===== src/tksd_pkg.sv =====
package tksd_pkg;

  // Field widths
  localparam int ByteW  = 8;
  localparam int KeyW   = 5;
  localparam int NumW   = 16;

  // Default limit on counted parameter fields
  localparam int MAX_PARAMS = 10;

  // Byte codes
  localparam logic [ByteW-1:0] CH_ESC   = 8'h1B;
  localparam logic [ByteW-1:0] CH_CSI   = 8'h5B;  // '['
  localparam logic [ByteW-1:0] CH_SS3   = 8'h4F;  // 'O'
  localparam logic [ByteW-1:0] CH_SEMI  = 8'h3B;  // ';'
  localparam logic [ByteW-1:0] CH_TILDE = 8'h7E;  // '~'
  localparam logic [ByteW-1:0] CH_R     = 8'h52;  // 'R'
  localparam logic [ByteW-1:0] CH_P     = 8'h50;  // 'P'
  localparam logic [ByteW-1:0] CH_Q     = 8'h51;  // 'Q'
  localparam logic [ByteW-1:0] CH_S     = 8'h53;  // 'S'
  localparam logic [ByteW-1:0] CH_A     = 8'h41;  // 'A'
  localparam logic [ByteW-1:0] CH_D     = 8'h44;  // 'D'
  localparam logic [ByteW-1:0] CH_0     = 8'h30;  // '0'
  localparam logic [ByteW-1:0] CH_9     = 8'h39;  // '9'

  // Key codes
  localparam logic [KeyW-1:0] KEY_NONE      = 5'd0;
  localparam logic [KeyW-1:0] KEY_ESC       = 5'd1;
  localparam logic [KeyW-1:0] KEY_ALT       = 5'd2;
  localparam logic [KeyW-1:0] KEY_UP        = 5'd3;
  localparam logic [KeyW-1:0] KEY_DOWN      = 5'd4;
  localparam logic [KeyW-1:0] KEY_RIGHT     = 5'd5;
  localparam logic [KeyW-1:0] KEY_LEFT      = 5'd6;
  localparam logic [KeyW-1:0] KEY_CTRL_UP   = 5'd7;
  localparam logic [KeyW-1:0] KEY_INSERT    = 5'd11;
  localparam logic [KeyW-1:0] KEY_DELETE    = 5'd12;
  localparam logic [KeyW-1:0] KEY_PGUP      = 5'd13;
  localparam logic [KeyW-1:0] KEY_PGDN      = 5'd14;
  localparam logic [KeyW-1:0] KEY_F1        = 5'd15;
  localparam logic [KeyW-1:0] KEY_F2        = 5'd16;
  localparam logic [KeyW-1:0] KEY_F3        = 5'd17;
  localparam logic [KeyW-1:0] KEY_F4        = 5'd18;
  localparam logic [KeyW-1:0] KEY_F5        = 5'd19;
  localparam logic [KeyW-1:0] KEY_F6        = 5'd20;
  localparam logic [KeyW-1:0] KEY_F7        = 5'd21;
  localparam logic [KeyW-1:0] KEY_F8        = 5'd22;
  localparam logic [KeyW-1:0] KEY_F9        = 5'd23;
  localparam logic [KeyW-1:0] KEY_F10       = 5'd24;
  localparam logic [KeyW-1:0] KEY_F11       = 5'd25;
  localparam logic [KeyW-1:0] KEY_F12       = 5'd26;
  localparam logic [KeyW-1:0] KEY_SIZE_NEW  = 5'd27;
  localparam logic [KeyW-1:0] KEY_SIZE_SAME = 5'd28;

  // Parser phase
  typedef enum logic [2:0] {
    PH_IDLE  = 3'b001,
    PH_INTRO = 3'b010,
    PH_PARAM = 3'b100
  } phase_t;

  // Input word
  typedef struct packed {
    logic [ByteW-1:0] rx_byte;
    logic             end_of_input;
  } in_word_t;

  // Result word
  typedef struct packed {
    logic [KeyW-1:0] key_code;
    logic [NumW-1:0] screen_rows;
    logic [NumW-1:0] screen_cols;
  } out_word_t;

  // Result from the decode stage to the output register
  typedef struct packed {
    logic      valid;
    out_word_t word;
  } result_t;

  // ESC [ n ~ lookup
  function automatic logic [KeyW-1:0] tilde_key(input logic [NumW-1:0] n);
    logic [KeyW-1:0] k;
    k = KEY_NONE;
    unique case (n)
      16'd2:   k = KEY_INSERT;
      16'd3:   k = KEY_DELETE;
      16'd5:   k = KEY_PGUP;
      16'd6:   k = KEY_PGDN;
      16'd15:  k = KEY_F5;
      16'd17:  k = KEY_F6;
      16'd18:  k = KEY_F7;
      16'd19:  k = KEY_F8;
      16'd20:  k = KEY_F9;
      16'd21:  k = KEY_F10;
      16'd23:  k = KEY_F11;
      16'd24:  k = KEY_F12;
      default: k = KEY_NONE;
    endcase
    return k;
  endfunction

  // ESC O x lookup
  function automatic logic [KeyW-1:0] ss3_key(input logic [ByteW-1:0] b);
    logic [KeyW-1:0] k;
    k = KEY_NONE;
    unique case (b)
      8'h41:   k = KEY_UP;
      8'h42:   k = KEY_DOWN;
      8'h43:   k = KEY_RIGHT;
      8'h44:   k = KEY_LEFT;
      CH_P:    k = KEY_F1;
      CH_Q:    k = KEY_F2;
      CH_R:    k = KEY_F3;
      CH_S:    k = KEY_F4;
      default: k = KEY_NONE;
    endcase
    return k;
  endfunction

endpackage


===== src/tksd_in_stage.sv =====
module tksd_in_stage (
  input  logic              clk,
  input  logic              rst,
  input  logic              in_valid,
  output logic              in_ready,
  input  tksd_pkg::in_word_t in_word,
  input  logic              take,
  output logic              held_valid,
  output tksd_pkg::in_word_t held_word
);
  import tksd_pkg::*;

  // Stage is refilled when empty or drained this cycle
  assign in_ready = !held_valid || take;

  always_ff @(posedge clk) begin
    if (rst) begin
      held_valid <= 1'b0;
    end else if (in_ready) begin
      held_valid <= in_valid;
    end
  end

  always_ff @(posedge clk) begin
    if (in_valid && in_ready) begin
      held_word <= in_word;
    end
  end

endmodule


===== src/tksd_core.sv =====
module tksd_core #(
  parameter int MaxParams = tksd_pkg::MAX_PARAMS
) (
  input  logic               clk,
  input  logic               rst,
  input  logic               fire,
  input  tksd_pkg::in_word_t word,
  output tksd_pkg::result_t  result
);
  import tksd_pkg::*;

  localparam int CntW = $clog2(MaxParams + 1);
  localparam logic [CntW-1:0] CntMax = CntW'(MaxParams);
  localparam logic [CntW-1:0] CntZero = '0;
  localparam logic [CntW-1:0] CntOne  = CntW'(1);
  localparam logic [CntW-1:0] CntTwo  = CntW'(2);

  phase_t           phase, phase_next;
  logic [ByteW-1:0] intro, intro_next;
  logic [NumW-1:0]  accum, accum_next;
  logic             have, have_next;
  logic [CntW-1:0]  pcount, pcount_next;
  logic [NumW-1:0]  first, first_next;
  logic [NumW-1:0]  second, second_next;
  logic [NumW-1:0]  rows, rows_next;
  logic [NumW-1:0]  cols, cols_next;

  logic [ByteW-1:0] b;
  logic             eoi;
  logic             is_digit;
  logic [19:0]      acc_mul;
  logic [CntW-1:0]  push_cnt, eff_cnt;
  logic [NumW-1:0]  push_first, push_second, eff_first, eff_second;
  logic [1:0]       slot;
  logic [KeyW-1:0]  csi_key;
  logic             size_upd;

  assign b        = word.rx_byte;
  assign eoi      = word.end_of_input;
  assign is_digit = (b >= CH_0) && (b <= CH_9);

  // Decimal accumulate, x10 as shift-add
  assign acc_mul = {1'b0, accum, 3'b000} + {3'b000, accum, 1'b0} + {16'd0, b[3:0]};

  // Values after closing the current field
  always_comb begin
    push_cnt    = pcount;
    push_first  = first;
    push_second = second;
    if (pcount < CntMax) begin
      if (pcount == CntZero) begin
        push_first = accum;
      end else if (pcount == CntOne) begin
        push_second = accum;
      end
      push_cnt = pcount + CntOne;
    end
  end

  // Final byte closes the field only when it holds digits
  assign eff_cnt    = have ? push_cnt    : pcount;
  assign eff_first  = have ? push_first  : first;
  assign eff_second = have ? push_second : second;

  // CSI final byte decode
  assign slot = b[1:0] - 2'd1;
  always_comb begin
    csi_key  = KEY_NONE;
    size_upd = 1'b0;
    if (b >= CH_A && b <= CH_D) begin
      if (eff_cnt == CntTwo && eff_first == 16'd1 && eff_second == 16'd5) begin
        csi_key = KEY_CTRL_UP + {3'b000, slot};
      end else if (eff_cnt == CntZero) begin
        csi_key = KEY_UP + {3'b000, slot};
      end
    end else if (b == CH_TILDE) begin
      if (eff_cnt == CntOne) begin
        csi_key = tilde_key(eff_first);
      end
    end else if (b == CH_R) begin
      if (eff_cnt == CntTwo) begin
        size_upd = 1'b1;
        csi_key  = ((rows != eff_first) || (cols != eff_second)) ? KEY_SIZE_NEW
                                                                  : KEY_SIZE_SAME;
      end
    end
  end

  // Per-byte parser step
  always_comb begin
    phase_next   = phase;
    intro_next   = intro;
    accum_next   = accum;
    have_next    = have;
    pcount_next  = pcount;
    first_next   = first;
    second_next  = second;
    rows_next    = rows;
    cols_next    = cols;
    result.valid = 1'b0;
    result.word.key_code = KEY_NONE;

    unique case (phase)
      PH_INTRO: begin
        if (eoi) begin
          phase_next   = PH_IDLE;
          result.valid = 1'b1;
          result.word.key_code = KEY_ESC;
        end else begin
          intro_next  = b;
          accum_next  = '0;
          have_next   = 1'b0;
          pcount_next = '0;
          first_next  = '0;
          second_next = '0;
          phase_next  = PH_PARAM;
        end
      end
      PH_PARAM: begin
        if (eoi) begin
          pcount_next  = eff_cnt;
          first_next   = eff_first;
          second_next  = eff_second;
          accum_next   = '0;
          have_next    = 1'b0;
          phase_next   = PH_IDLE;
          result.valid = 1'b1;
          result.word.key_code = (intro == CH_CSI || intro == CH_SS3) ? KEY_NONE : KEY_ALT;
        end else if (is_digit) begin
          accum_next = (acc_mul > 20'd65535) ? 16'hFFFF : acc_mul[NumW-1:0];
          have_next  = 1'b1;
        end else if (b == CH_SEMI) begin
          pcount_next = push_cnt;
          first_next  = push_first;
          second_next = push_second;
          accum_next  = '0;
          have_next   = 1'b0;
        end else begin
          pcount_next  = eff_cnt;
          first_next   = eff_first;
          second_next  = eff_second;
          accum_next   = '0;
          have_next    = 1'b0;
          phase_next   = PH_IDLE;
          result.valid = 1'b1;
          if (intro == CH_CSI) begin
            result.word.key_code = csi_key;
            if (size_upd) begin
              rows_next = eff_first;
              cols_next = eff_second;
            end
          end else if (intro == CH_SS3) begin
            result.word.key_code = ss3_key(b);
          end
        end
      end
      default: begin
        if (!eoi && b == CH_ESC) begin
          phase_next = PH_INTRO;
        end
      end
    endcase
    result.word.screen_rows = rows_next;
    result.word.screen_cols = cols_next;
  end

  // Parser state
  always_ff @(posedge clk) begin
    if (rst) begin
      phase  <= PH_IDLE;
      intro  <= '0;
      accum  <= '0;
      have   <= 1'b0;
      pcount <= '0;
      first  <= '0;
      second <= '0;
      rows   <= '0;
      cols   <= '0;
    end else if (fire) begin
      phase  <= phase_next;
      intro  <= intro_next;
      accum  <= accum_next;
      have   <= have_next;
      pcount <= pcount_next;
      first  <= first_next;
      second <= second_next;
      rows   <= rows_next;
      cols   <= cols_next;
    end
  end

endmodule


===== src/tksd_out_reg.sv =====
module tksd_out_reg (
  input  logic                clk,
  input  logic                rst,
  input  logic                load,
  input  tksd_pkg::out_word_t load_word,
  output logic                free,
  output logic                out_valid,
  input  logic                out_ready,
  output tksd_pkg::out_word_t out_word
);
  import tksd_pkg::*;

  // Slot can take a new word when empty or being read out
  assign free = !out_valid || out_ready;

  always_ff @(posedge clk) begin
    if (rst) begin
      out_valid <= 1'b0;
    end else if (free) begin
      out_valid <= load;
    end
  end

  always_ff @(posedge clk) begin
    if (free && load) begin
      out_word <= load_word;
    end
  end

endmodule


===== src/terminal_key_sequence_decoder_top.sv =====
// Terminal key sequence decoder.
// A byte that ends a sequence is held in the input register, then decoded into the
// output register, which presents its key word.
// Throughput: one byte per cycle while the key side is ready; the output register
// slot sets the stall point.
// Reset: synchronous rst clears both handshake stages and all parser state to idle.
module terminal_key_sequence_decoder_top #(
  parameter int MaxParams = tksd_pkg::MAX_PARAMS
) (
  input  logic                clk,
  input  logic                rst,
  input  logic                byte_valid,
  output logic                byte_ready,
  input  tksd_pkg::in_word_t  byte_word,
  output logic                key_valid,
  input  logic                key_ready,
  output tksd_pkg::out_word_t key_word
);
  import tksd_pkg::*;

  logic     held_valid;
  in_word_t held_word;
  logic     slot_free;
  logic     fire;
  result_t  result;

  // Stage advances when the output slot can hold any word it makes
  assign fire = held_valid && slot_free;

  tksd_in_stage u_in (
    .clk        (clk),
    .rst        (rst),
    .in_valid   (byte_valid),
    .in_ready   (byte_ready),
    .in_word    (byte_word),
    .take       (fire),
    .held_valid (held_valid),
    .held_word  (held_word)
  );

  tksd_core #(
    .MaxParams (MaxParams)
  ) u_core (
    .clk    (clk),
    .rst    (rst),
    .fire   (fire),
    .word   (held_word),
    .result (result)
  );

  tksd_out_reg u_out (
    .clk       (clk),
    .rst       (rst),
    .load      (fire && result.valid),
    .load_word (result.word),
    .free      (slot_free),
    .out_valid (key_valid),
    .out_ready (key_ready),
    .out_word  (key_word)
  );

`ifndef SYNTHESIS
  // A held byte that cannot advance stays held
  a_hold: assert property (@(posedge clk) disable iff (rst)
    held_valid && !fire |=> held_valid)
    else $error("held byte lost");

  // A decoded result shows on the key port next cycle
  a_result: assert property (@(posedge clk) disable iff (rst)
    fire && result.valid |=> key_valid)
    else $error("result not presented");

  // Key word drained with nothing new loaded leaves the port empty
  a_drain: assert property (@(posedge clk) disable iff (rst)
    key_valid && key_ready && !(fire && result.valid) |=> !key_valid)
    else $error("key word repeated");

  // Only key codes up to KEY_SIZE_SAME leave the block
  a_code: assert property (@(posedge clk) disable iff (rst)
    key_valid |-> key_word.key_code <= KEY_SIZE_SAME)
    else $error("bad key code");
`endif

endmodule


===== config.mk =====
export PLATFORM = sky130hd
export DESIGN_NAME = terminal_key_sequence_decoder_top
export DESIGN_NICKNAME = d
export VERILOG_FILES = /design/src/tksd_pkg.sv /design/src/tksd_in_stage.sv /design/src/tksd_core.sv /design/src/tksd_out_reg.sv /design/src/terminal_key_sequence_decoder_top.sv
export SDC_FILE = /design/constraint.sdc
export NUM_CORES = 1
export LEC_CHECK = 0
export BUFFER_PORTS_ARGS = -buffer_cell sky130_fd_sc_hd__buf_2
export CAP_MARGIN = 20
export CORE_MARGIN = 5
export CORE_UTILIZATION = 27
export DETAILED_ROUTE_END_ITERATION = 6
export PLACE_DENSITY = 0.47
export SETUP_SLACK_MARGIN = 0.3
export SLEW_MARGIN = 20
export SYNTH_ARGS = -nofsm -noshare
export SYNTH_HDL_FRONTEND = slang
export SYNTH_SLANG_ARGS = --single-unit

===== constraint.sdc =====
create_clock -name clk -period 4.5 [get_ports clk]
set_clock_uncertainty 0.15 [all_clocks]
set_input_delay 0 -clock clk [delete_from_list [all_inputs] [get_ports clk]]
set_output_delay 0 -clock clk [all_outputs]
set_load 0.02 [all_outputs]

==> metrics, run 1 <==
vias in the first global route=6794; Rel. slew slack=41.15%; Achievable Freq=248.5 MHz; routability cong.=0.8841; full die area=0.03416 mm2; Multi-input gate area=0.004581 mm2; Worst-path clk slew=60 ps; post-CTS setup buffers=0; Met2 Wirelength=11.26 mm; DR vias/cell=5.053; first-pass iteration count of the detailed router=5; fraction of registers with async set/reset=0%; final worst slack=475.9 ps; final hold vios=0; clock buffer depth=2; Seq cells post-synth=144; fin crit period=4024 ps; hpwl dp=18.00 mm; outcome=complete, no violations; Max Slew Vio Count=0; Synth Cell Area=0.008253 mm2; synth warn=0; syn_area_per_cell=9.069 um2; Pleak=3.971 nW; Filler Cells Inserted=3154; total CTS buffers=17; NumNets Final=1031; worst hold-check path type=in -> reg; M1 WL=11.70 mm; top-count cell post-synth=dfxtp_1; average wire per cell in the routed design=17.71 um; Synth Flop Type=dfxtp_1; first-pass GRT wire length=38.78 mm; P&R area growth vs syn=18.21%; Setup Total Neg Slack=0 ps; Initial Util=27.19%; initial DRC count=564; post-synth top area cell=dfxtp_1; Clock Sinks=144; Residual DRC=0; grt total ovfl=0; DIE WIDTH=184.8 um; Worst R2R Start=u_core.pcount[0]; maxcap violations=0; Cell variety after synth=75; Period Utilization, post-route=89.42%; critical path class=reg -> reg; Post-Synthesis Cells=910; Synth top area share=23.77%; ANT cells=0; EDFF count, synth=46; TritonCTS clock tree=done; worst hold start=byte_word[7]; share of layout cells above drive strength 1=14.34%; row cnt=64; Register Area=0.003343 mm2; worst vdd ir=241.1 uV; ranking of synthesized cells by area=dfxtp_1 24%, edfxtp_1 17%, ha_1 7.0%, mux2i_1 4.4%, nand2_1 4.0%; CTS root buffer=clkbuf_16; synthesized net count=971; largest net degree at the start of global routing=55; IO Pins=52; Overall Power=2.763 mW; crit end category=flop; Die Height=184.8 um; Worst EP arrival=4040 ps; Worst Path Max Fanout=15; Critical Path Start=u_core.pcount[0]; PortBufs=51; final core occ=32.14%; via count=6968; H-tree depth=4; Seq/Total Area, Yosys=40.51%; core box area=0.03035 mm2; DRT Wirelength=24.43 mm; Least-Margin Pin Slew=882.8 ps; Worst Path Required=4520 ps; Worst setup SP type=flop; GRT Util Overall=14.45%; RSZ-0062 raised after global routing=false; uppermost layer routed=met4; worst-skew pair later-pin latency=440 ps; top post-synthesis cells by count=98 x dfxtp_1, 89 x nand2_1, 82 x nor2_1; antenna violations before repair=0; Finish-stage setup viols=0; Place WS=412.1 ps; Routed Antenna Nets=0; metal3 WL=953 um; pwr dens=283.2 mW/mm2
-- layer usage --
| layer | global-route usage (%) | vias to the layer above |
|---|---|---|
| met3 | 2.082 | 35 |
| met1 | 19.90 | 3311 |
| met5 | 0 | - |
| met2 | 23.14 | 145 |
| li1 | - | 3477 |
| met4 | 5.255 | 0 |
-- kinds of logic (layout without fill, tap and decap cells) --
kind of cell	after synthesis	count (layout)	synth area share, %
adders and majority gates	48	48	7.459
and+or+nand+nor	289	289	16.98
DFF	144	144	40.51
buffers and inverters	96	169	4.548
muxes	47	47	5.867
xor gates and xnor gates	27	27	2.865
AOI/OAI and AO/OA	259	259	21.77
-- power by group --
group	switching (mW)	internal (mW)	leakage [nW]	total (mW)
Clock	0.588	0.761	0.270	1.35
Combinational	0.0405	0.0243	2.40	0.0648
Sequential	0.00983	1.34	1.31	1.35
-- critical path, cell delays in order (launching register included) --
cell and delay [ps]:
dfxtp_1 510, inv_1 80, ha_1 280, nor4b_4 280
nand2_2 280, mux2i_1 420, a2bb2o_1 310, or4_1 490
or4_1 600, o21bai_1 230, a32oi_1 130
-- state kept, by name, summed over array words and instances (netlist names) --
signal           cells
u_out.out_word      37
u_core.accum        16
u_core.cols         16
u_core.first        16
u_core.rows         16
u_core.second       16
u_in.held_word       9
u_core.intro         8
u_core.pcount        4
u_core.phase         3
u_core.have          1
u_in.held_valid      1
u_out.out_valid      1
-- final cells by class --
class                   instances  area share [%]
flip-flops and latches        144           34.27
multi-input cells             670           46.95
well taps                     396           5.079
clock buffers                  19           4.438
inverters                      43           1.654
clock inverters                13           1.193
repair buffers                 94           6.413
-- layout by cell type, fill, tap and decap left out, types with 15 or more instances in the layout --
cell type / count
buf_4: 28
mux2i_1: 36
dfxtp_1: 98
nand2_1: 89
a211oi_1: 28
inv_1: 43
xnor2_1: 16
buf_2: 51
edfxtp_1: 46
o21ai_0: 53
a22oi_1: 16
clkbuf_16: 17
nor2_1: 82
ha_1: 46
nor3_1: 20
a21oi_1: 40
nand3_1: 15
a22o_1: 32
-- final timing paths --
check	endpoint	slack, ps	depth (start not counted)
setup / recovery	u_out.out_word[32]	480	10
hold / removal	u_in.held_word[7]	130	2
setup reg to reg	u_out.out_word[32]	480	10
hold reg to reg	u_core.cols[12]	320	2
-- repair_timing --
item                                    CTS  global route
endpoints found under the setup margin    0             2
hold buffers                             14             0
resized for setup                         0             2
endpoints found under the hold margin    32             0
-- metrics by stage --
step                cell area (um2)  hold WS, ps  instances
floorplan                      8258       -51.13        910
global placement               9032        29.91       1331
detailed placement             9044        31.31       1332
CTS                            9733        101.3       1378
global route                   9756        123.0       1379
finish                         9756        131.1       1379
(Power assumes the default switching activity.)
==> run 2, diff against run 1 <==
--- a/config.mk
+++ b/config.mk
@@ -7,10 +7,12 @@
 export LEC_CHECK = 0
 export BUFFER_PORTS_ARGS = -buffer_cell sky130_fd_sc_hd__buf_2
 export CAP_MARGIN = 20
+export CELL_PAD_IN_SITES_DETAIL_PLACEMENT = 1
+export CELL_PAD_IN_SITES_GLOBAL_PLACEMENT = 1
 export CORE_MARGIN = 5
 export CORE_UTILIZATION = 27
 export DETAILED_ROUTE_END_ITERATION = 6
-export PLACE_DENSITY = 0.47
+export PLACE_DENSITY = 0.56
 export SETUP_SLACK_MARGIN = 0.3
 export SLEW_MARGIN = 20
 export SYNTH_ARGS = -nofsm -noshare
==> run 2 against run 1 <==
Against the previous run:
- global-route usage is 1.2 points higher
- wire length is 9.3% higher
- largest power group is now clock
- final cell count is 0.29% higher
- largest cell class unchanged
- power is 3.7% higher
- maximum frequency is 0.86% higher
- via count is 3.3% higher
- hold slack better by 2.5 ps
- clock-buffer cell count is 2 lower
==> metrics, run 2 (synthesis results as in run 1) <==
Die Height=184.8 um (unchanged); Achievable Freq=250.6 MHz (+0.86%); Most flops, register=u_out.out_word; worst vdd ir=215.0 uV (-11%); clock buffer depth=2 (unchanged); Worst setup SP type=flop; core box area=0.03035 mm2 (unchanged); DIE WIDTH=184.8 um (unchanged); total CTS buffers=17 (unchanged); Met2 Wirelength=12.18 mm (+8.2%); hpwl dp=19.95 mm (+11%); worst hold-check path type=in -> reg; ANT cells=0 (unchanged); Least-Margin Pin Slew=1044 ps (+161.1 ps); final hold vios=0 (unchanged); Max Slew Vio Count=0 (unchanged); maxcap violations=0 (unchanged); critical path class=reg -> reg; CP Buf/Inv Count=1 (unchanged); average wire per cell in the routed design=19.30 um (+9.0%); first-pass iteration count of the detailed router=5 (unchanged); IO Pins=52 (unchanged); Place WS=327.0 ps (-85.12 ps); initial DRC count=475 (-16%); DRT Wirelength=26.69 mm (+9.3%); M1 WL=13.06 mm (+12%); CP cell instances=inv_1, ha_1, or4b_4, nor3_2, a21oi_1, a2111o_1, or4_1, or4_1, o21bai_1, a32oi_1; Routed Antenna Nets=0 (unchanged); Register Area=0.003344 mm2 (about the same); antenna violations before repair=1 (+1); worst-skew pair later-pin latency=430 ps (about the same); CTS root buffer=clkbuf_16; Worst-path clk slew=60 ps (about the same); crit end category=flop; Largest register FFs=37 (unchanged); H-tree depth=4 (unchanged); NumNets Final=1036 (+0.48%); routability cong.=0.9129 (+3.3%); RSZ-0062 raised after global routing=false; Residual DRC=0 (unchanged); uppermost layer routed=met5; Clock Sinks=144 (unchanged); row cnt=64 (unchanged); Pleak=4.015 nW (+1.1%); vias in the first global route=7168 (+5.5%); TritonCTS clock tree=done; Finish-stage setup viols=0 (unchanged); Worst EP arrival=4000 ps (-40 ps); max incr delay on CP=590 ps (about the same); grt total ovfl=0 (unchanged); final worst slack=510.3 ps (+34.42 ps); fin crit period=3990 ps (-34.42 ps); commonest non-fill, non-tap cell in the layout=dfxtp_1; outcome=complete, no violations; pwr dens=291.5 mW/mm2 (+2.9%); Rel. slew slack=30.15% (-11 points); GRT Util Overall=15.63% (+1.2 points); via count=7197 (+3.3%); Period Utilization, post-route=88.66% (-0.76 points); Top Family by Delay on Critical Path=simple AND/OR/NAND/NOR gates; Overall Power=2.865 mW (+3.7%); Worst Path Required=4510 ps (about the same); Filler Cells Inserted=3505 (+11%); P&R area growth vs syn=19.10%; Initial Util=27.19% (unchanged); most frequent cells in the layout=97 x dfxtp_1, 89 x nand2_1, 82 x nor2_1; Most common cell on crit path=or4_1; PortBufs=51 (unchanged); largest net degree at the start of global routing=45 (-18%); DR vias/cell=5.204 (+3.0%); metal3 WL=913 um (-4.2%); Setup Total Neg Slack=0 ps (unchanged); first-pass GRT wire length=41.96 mm (+8.2%); Max stage delay cell, worst path=or4b_4; full die area=0.03416 mm2 (unchanged); share of layout cells above drive strength 1=15.20% (+0.85 points); Multi-input gate area=0.004576 mm2 (-0.11%); Worst Path Max Fanout=10 (-5)
[run 2: layout make-up]
cell class / count / share of cell area [%]
well taps: 396 / 5.041
inverters: 43 / 1.642
flip-flops and latches: 144 / 34.02
clock buffers: 17 / 4.328
clock inverters: 14 / 1.693
multi-input cells: 670 / 46.55
repair buffers: 99 / 6.721
[run 2: where the power goes]
part / switching [mW] / total (mW) / internal [mW] / leakage (nW)
sequential: 0.0111 / 1.35 / 1.34 / 1.31
clock: 0.583 / 1.45 / 0.868 / 0.293
combinational: 0.0405 / 0.0642 / 0.0238 / 2.42
total: 0.634 / 2.87 / 2.23 / 4.02
[run 2: routing by layer]
layer	GRT usage (%)	vias up
li1	-	3488
met5	0	-
met4	4.668	2
met1	21.73	3537
met2	25.01	132
met3	2.612	38
[run 2: final timing paths]
check                   start  depth (start not counted)                  to  slack [ps]
max          u_core.pcount[1]                         10  u_out.out_word[32]         510
min              byte_word[8]                          2   u_in.held_word[8]         130
max reg2reg  u_core.pcount[1]                         10  u_out.out_word[32]         510
min reg2reg   u_core.cols[12]                          2     u_core.cols[12]         330
[run 2: stage by stage]
step | utilization [%] | cells | area [um2] | hold WS, ps
after floorplan | - | 910 | 8258 | -51.13
after detailed placement | 29.83 | 1335 | 9054 | 28.78
after global placement | 29.82 | 1335 | 9050 | 26.70
final | 32.39 | 1383 | 9829 | 133.6
after global routing | 32.39 | 1383 | 9829 | 116.6
after CTS | 32.21 | 1379 | 9776 | 108.1
[run 2: repair_timing]
item                       CTS  global route
hold endpoints to repair    33             0
hold buffers                13             0
pin swaps                    1             0
setup endpoints to repair    1             4
gates resized for setup      0             2
setup buffers                0             4
